[src/hdl/tgs_pkg.sv]
// Package with payload types and constants for the tree group shrink block.
`timescale 1ns / 1ps
`default_nettype none
package tgs_pkg;
  localparam int unsigned MaxLenDefault = 64;
  localparam int unsigned MaxGroupsDefault = 64;
  localparam logic [6:0] LenReset = 7'd64;

  localparam logic [1:0] OpLoadElem = 2'd0;
  localparam logic [1:0] OpLoadGroup = 2'd1;
  localparam logic [1:0] OpRun = 2'd2;
  localparam logic [1:0] OpUnused = 2'd3;

  localparam logic [1:0] StatOk = 2'd0;
  localparam logic [1:0] StatBadRoot = 2'd1;
  localparam logic [1:0] StatBadRange = 2'd2;

  typedef struct packed {
    logic [1:0] op;
    logic [5:0] elem_index;
    logic signed [31:0] elem_value;
    logic [5:0] group_slot;
    logic signed [7:0] group_start;
    logic signed [7:0] group_end;
    logic [30:0] group_weight;
    logic [6:0] group_count;
  } in_word_t;

  typedef struct packed {
    logic signed [31:0] out_value;
    logic [5:0] out_index;
    logic last;
    logic [1:0] status;
  } out_word_t;

  // Commands to the shared iterative unit.
  typedef struct packed {
    logic start;
    logic is_div;
    logic [69:0] a;
    logic [36:0] b;
  } alu_cmd_t;
endpackage
`default_nettype wire

[src/hdl/tgs_alu.sv]
// Shared bit-serial unit: floor square root of a 70-bit value or a 32-bit fraction divide.
`timescale 1ns / 1ps
`default_nettype none
module tgs_alu (
  input  wire logic clk_i,
  input  wire logic rst_ni,
  input  wire tgs_pkg::alu_cmd_t cmd_i,
  output logic done_o,
  output logic [36:0] res_o
);
  import tgs_pkg::*;

  logic [37:0] rem_q, rem_d;
  logic [69:0] src_q, src_d;
  logic [36:0] root_q, root_d, div_q;
  logic [5:0] cnt_q, cnt_d;
  logic busy_q, busy_d, div_mode_q, div_mode_d, done_d;
  logic [39:0] trial;
  logic [37:0] dtrial;

  // Restoring square root consumes two source bits per step;
  // the divide produces one quotient bit per step.
  always_comb begin
    rem_d = rem_q;
    src_d = src_q;
    root_d = root_q;
    cnt_d = cnt_q;
    busy_d = busy_q;
    div_mode_d = div_mode_q;
    done_d = 1'b0;
    trial = '0;
    dtrial = '0;
    if (cmd_i.start) begin
      busy_d = 1'b1;
      div_mode_d = cmd_i.is_div;
      src_d = cmd_i.a;
      rem_d = cmd_i.is_div ? {1'b0, cmd_i.a[36:0]} : '0;
      root_d = '0;
      cnt_d = cmd_i.is_div ? 6'd32 : 6'd35;
    end else if (busy_q) begin
      if (div_mode_q) begin
        dtrial = {rem_q[36:0], 1'b0};
        if (dtrial >= {1'b0, div_q}) begin
          rem_d = dtrial - {1'b0, div_q};
          root_d = {root_q[35:0], 1'b1};
        end else begin
          rem_d = dtrial;
          root_d = {root_q[35:0], 1'b0};
        end
      end else begin
        trial = {1'b0, rem_q[36:0], src_q[69:68]} - {3'd0, root_q[34:0], 2'b01};
        src_d = {src_q[67:0], 2'b00};
        if (!trial[39]) begin
          rem_d = trial[37:0];
          root_d = {root_q[35:0], 1'b1};
        end else begin
          rem_d = {rem_q[35:0], src_q[69:68]};
          root_d = {root_q[35:0], 1'b0};
        end
      end
      cnt_d = cnt_q - 6'd1;
      if (cnt_q == 6'd1) begin
        busy_d = 1'b0;
        done_d = 1'b1;
      end
    end
  end

  always_ff @(posedge clk_i or negedge rst_ni) begin
    if (!rst_ni) begin
      busy_q <= 1'b0;
      done_o <= 1'b0;
    end else begin
      busy_q <= busy_d;
      done_o <= done_d;
    end
  end

  always_ff @(posedge clk_i) begin
    rem_q <= rem_d;
    src_q <= src_d;
    root_q <= root_d;
    cnt_q <= cnt_d;
    div_mode_q <= div_mode_d;
    if (cmd_i.start) div_q <= cmd_i.b;
  end

  assign res_o = root_q;
endmodule
`default_nettype wire

[config.mk]
export PLATFORM = sky130hd
export DESIGN_NAME = tgs_alu
export DESIGN_NICKNAME = d
export VERILOG_FILES = /design/src/hdl/tgs_pkg.sv /design/src/hdl/tgs_alu.sv
export SDC_FILE = /design/constraint.sdc
export NUM_CORES = 1
export LEC_CHECK = 0
export BUFFER_PORTS_ARGS = -buffer_cell sky130_fd_sc_hd__clkbuf_2
export CAP_MARGIN = 20
export CELL_PAD_IN_SITES_DETAIL_PLACEMENT = 0
export CELL_PAD_IN_SITES_GLOBAL_PLACEMENT = 1
export CORE_ASPECT_RATIO = 0.9
export CORE_MARGIN = 1
export CORE_UTILIZATION = 44
export DETAILED_ROUTE_END_ITERATION = 16
export PLACE_DENSITY = 0.8
export SYNTH_ARGS = -nofsm -noshare
export SYNTH_HDL_FRONTEND = slang
export SYNTH_SLANG_ARGS = --single-unit
[constraint.sdc]
create_clock -name clk_i -period 6.1 [get_ports clk_i]
set_input_delay 1.22 -clock clk_i [delete_from_list [all_inputs] [get_ports clk_i]]
set_output_delay 1.22 -clock clk_i [all_outputs]
set_load 0.005 [all_outputs]
After elaboration in Yosys (flattened, before gate mapping)
Index checks and enable logic that the tools add are counted.
Storage, ports and cells
  output and inout bits: 38
  register bits after elaboration: 190
  bits of input ports: 111
  word-level logic and storage cells: 37
Cells by class
  $lt $le $gt $ge: 1
  multiplexer cells: 21
  equality and inequality tests: 2
  $add $sub $neg: 3
  reductions and logical operators: 2
Operators with widths (count)
  $mux 37: 6
  $mux 70: 3
  $sub 39x37->40: 1
  $ge 38x37->1: 1
  $sub 37x37->37: 1
  $mux 6: 2
  $mux 1: 9
  $eq 6x1->1 const B: 1
  $sub 6x1->6 const B: 1
  $mux 2: 1
  $ne 2x2->1 const B: 1
  $reduce_and 2->1: 1
  $reduce_bool 2->1: 1

Longest topological paths before layout
  depth after elaboration: 5
  mapped depth: 14

Worst setup path before layout
OpenSTA, ideal clock, no wires.
  kind: input to register
  start: input cmd_i[108] in the netlist's numbering
  end: register src_q[0] (enable)
  stages: 5
  setup time: 0.499 ns
  arrival: 5.175 ns
  path slack: 0.426 ns
  buffers on the path: 3
  cell sequence: clkbuf_1 clkbuf_1 buf_1 nor2_1 nor2_1
Between the ends
  longest elaborated chain between the ends: 2
  elaborated cells between the ends (all ways): 3
Ends and longest elaborated chain
  start, declared: RTL line tgs_alu.sv:7  | input wire tgs_pkg::alu_cmd_t cmd_i,
  $ne 2x2->1 (no source line) / $reduce_bool 2->1 (equally long branches)
  $reduce_and 2->1 (no source line) *
  end signal, assigned: RTL line tgs_alu.sv:81  | src_q <= src_d;
  end, declared: RTL line tgs_alu.sv:14  | logic [69:0] src_q, src_d;
Every way passes the cells marked *; elsewhere a longest branch is shown, timed or not.
A chain may end at the register's enable or synchronous reset.

Worst setup path in the final report
  start: register rem_q[18]
  end: register rem_q[12], data pin
Between the ends
  longest elaborated chain between the ends: 5
  elaborated cells between the ends (all ways): 7
Ends and longest elaborated chain
  start, declared: RTL line tgs_alu.sv:13  | logic [37:0] rem_q, rem_d;
  start signal, assigned: RTL line tgs_alu.sv:80  | rem_q <= rem_d;
  $sub 39x37->40 / $ge 38x37->1 (equally long branches): RTL line tgs_alu.sv:51, tgs_alu.sv:43
  $mux 37 (on tied branches): RTL line tgs_alu.sv:53, tgs_alu.sv:43
  $mux 37 *: RTL line tgs_alu.sv:41  | if (div_mode_q) begin
  $mux 37 *: RTL line tgs_alu.sv:40  | end else if (busy_q) begin
  $mux 37 *: RTL line tgs_alu.sv:33  | if (cmd_i.start) begin
  via rem_d[12]: RTL line tgs_alu.sv:13
Mark *: on every way through the listed nets, which the timed path passes. The rest lies on a longest branch. The select of a mux whose other input is x is not followed.

==> impl_results.md <==
- Status: completed
- PortBufs: 148
- Fin crit share: 0.6342
- Vias in the first global route: 9503
- Final cell count without fillers: 1765
- Final TNS setup: 0 ps
- P_leak: 6.184 nW
- CP endpoint kind: flip-flop
- DP Cell Count: 1733
- Skew-Pair Late Insertion Delay: 450 ps
- Total GRT Usage: 0.2350
- DR vias: 10240
- Most used DFF post-synth: edfxtp_1
- Root buf cell: clkbuf_16
- Clk sink count: 190
- Crit-path slowest cell: edfxtp_1
- Area grow syn2layout: 12.23%
- Setup-failing EPs final: 0
- Row count: 58
- Worst Path Arrival: 4070 ps
- Count leader, synth: edfxtp_1
- Clk_skew: 20.73 ps
- Post-Syn Instances: 1279
- Synth top area share: 0.3549
- Post-synthesis cell type count: 78
- WHS: 495.9 ps
- Share of post-route cells with drive strength above 1: 0.2028
- Mean Syn Cell Area: 9.990 um^2
- Rel. slew slack: 0.2964
- Post-route cell area: 14340 um^2
- Postcts setup bufs: 0
- Vias per cell: 5.799
- Final WL: 34400 um
- Initial Util: 0.4526
- P per Cell Area: 480.9 nW/um^2
- Register area share after synthesis: 0.4168
- CTS tree: built
- Max VDD drop: 237.6 uV
- Drt pass-1 iters: 5
- Worst Hold Path EP: res_o[36]$_SDFFE_PP0P_
- First-pass GRT wire length: 53960 um
- Seq cells post-synth: 190
- CP cell instances: ha_1 > a211oi_1 > nand3_1 > o21ai_0 > o21ai_0 > a221oi_4 > o211a_1 > buf_4 > o311ai_0 > a32o_1
- CTS Hold Buffers Added: 0
- Flop2flop setup slack: 2230 ps
- FF-to-FF End: rem_q[12]$_DFFE_PP_
- Gpl congestion: 0.9554
- Max Cap Viol: 0
- DP HPWL: 26190 um
- Area post-placement: 13770 um^2
- Worst reg2reg path depth: 10
- EDFF count, synth: 151
- Ys async rst share: 0.01053
- Clk pin slew, worst setup/hold paths: 80 ps
- Yosys top cell by area: edfxtp_1
- Register area: 5326 um^2
- Slew Viols, Final: 0
- Detail Route Antenna Nets: 0
- Die area: 29730 um^2
- Required time of the critical path: 6300 ps
- Crit path kind: flip-flop to flip-flop
- Post_cts resized: 0
- GR Overflow Total: 0
- DRT iter0 DRCs: 1074
- Largest net degree at the start of global routing: 76
- Setup crit start kind: flip-flop
- Ant. Diodes: 0
- Worst Tran Pin Value: 1047 ps
- Hold Crit Class: flip-flop to flip-flop
- IO Pins: 149
- YS warnings: 0
- RSZ-0062 raised after global routing: no
- Max clock buf depth: 2
- Leading post-synthesis cells by cell area: edfxtp_1 35%, ha_1 7.3%, mux2_2 6.3%
- Filler cells: 2602
- Hold Path Depth: 2
- Total design power: 0.006896 W
- Drt drc: 0
- R2R Path Start: rem_q[18]$_DFFE_PP_
- Net count reported at finish: 1580
- Post-Syn Area: 12780 um^2
- Critical path peak fanout: 46
- WL/cell: 19.49 um
- CP max stage delay: 490 ps
- Initial antenna violation count: 0
- CTS buffer count: 17
- Die span in y: 163.7 um
- Most frequent cells after synthesis: 151 x edfxtp_1, 104 x nor2_1, 97 x inv_1
- Total core area: 28230 um^2
- H-tree level count: 4
- Hold path start: res_o[36]$_SDFFE_PP0P_
- Hold Vio Cnt, Final: 0
- Crit path top cell by count: o21ai_0
- Die Width: 181.6 um
- Footprint of the multi-input gates: 6797 um^2
- Crit path time final: 3869 ps
- Fmax: 258.5 MHz
- Syn nets: 1466
-- worst max path at each step --
stage          slack (ps)                     end                start
3_5_place_dp         2310      rem_q[8]$_DFFE_PP_   rem_q[5]$_DFFE_PP_
4_1_cts              2280      rem_q[8]$_DFFE_PP_   rem_q[5]$_DFFE_PP_
3_3_place_gp         2360     rem_q[12]$_DFFE_PP_  rem_q[18]$_DFFE_PP_
2_1_floorplan         430  src_q[0]$_SDFFCE_PN0P_           cmd_i[108]
5_1_grt              1960     rem_q[15]$_DFFE_PP_   rem_q[5]$_DFFE_PP_
6_report             2230     rem_q[12]$_DFFE_PP_  rem_q[18]$_DFFE_PP_
-- power breakdown --
part	switching, W	internal [W]
logic	0.00227	0.00158
clock network	0.000556	0.000538
registers	0.000272	0.00167
total	0.00310	0.00380
-- area by class of cell --
cell class / instances / area share
multi-input cells: 927 / 0.4740
flip-flops and latches: 190 / 0.3714
repair buffers: 160 / 0.05924
well taps: 360 / 0.03141
clock buffers: 17 / 0.02967
inverters: 97 / 0.02539
clock inverters: 14 / 0.008900
-- per-stage QoR --
stage	setup slack, ps	utilization
after floorplan	426.0	-
after global placement	2360	0.4877
after detailed placement	2310	0.4877
after CTS	2280	0.5073
after global routing	1961	0.5080
final	2231	0.5080
-- cell families (layout without fill, tap and decap cells) --
family,after synthesis,in the layout,share of synthesized area
AO/OA/AOI/OAI,360,360,0.1993
multiplexers,121,121,0.1017
XOR/XNOR,55,55,0.03770
AND/OR/NAND/NOR,315,315,0.1176
adder cells (fa/ha/maj),76,76,0.07501
buffers and inverters,162,288,0.05190
flip-flops,190,190,0.4168
-- state kept, by name (all words and copies together) (netlist names) --
signal / flops
done_o: 1
busy_q: 1
div_mode_q: 1
div_q: 37
rem_q: 37
src_q: 70
res_o: 37
cnt_q: 6
-- cells in the final DEF, fill, tap and decap left out, types with 5 or more instances in the layout --
cell type / synthesis / layout
and2_1: 11 / 11
nor2_1: 104 / 103
o2111ai_1: 5 / 5
dfxtp_1: 37 / 37
or2_2: 5 / 5
nand3_1: 14 / 14
ha_1: 75 / 75
o211ai_1: 27 / 27
inv_1: 97 / 97
nor2b_1: 13 / 13
a21oi_1: 83 / 83
or3_1: 6 / 6
a21o_1: 39 / 39
a22oi_1: 5 / 5
edfxtp_1: 151 / 151
xor2_1: 22 / 22
o21a_1: 18 / 18
and3_1: 15 / 15
o31ai_1: 5 / 5
clkbuf_16: 0 / 17
mux2_2: 71 / 71
o221ai_1: 5 / 5
nand2b_1: 11 / 11
xnor2_1: 33 / 33
o21ai_0: 55 / 55
o31a_1: 11 / 11
a32o_1: 10 / 10
a211o_1: 9 / 9
a221o_1: 7 / 7
a211oi_1: 17 / 17
o21bai_1: 5 / 5
nand2_1: 83 / 83
a31oi_1: 10 / 10
nor3_1: 20 / 20
clkbuf_2: 0 / 147
inv_8: 0 / 5
buf_4: 3 / 11
nand4_1: 16 / 16
mux2i_1: 50 / 50
-- per-layer routing --
layer | share of wire | up-vias | GRT usage
met5 | 0 | - | 0
met4 | 0.012 | 0 | 0.05894
met3 | 0.085 | 24 | 0.05619
met2 | 0.40 | 427 | 0.3274
met1 | 0.50 | 4789 | 0.3583
li1 | - | 4996 | -
-- critical path: cells and delay by family (launching register included) --
| kind | cells | cell delay, ps |
|---|---|---|
| fa+ha+maj | 1 | 460 |
| flops | 1 | 490 |
| buf+inv | 1 | 420 |
| compound gates | 7 | 2120 |
| simple gates | 1 | 110 |
Note: power is estimated with default switching activity, not from simulation.
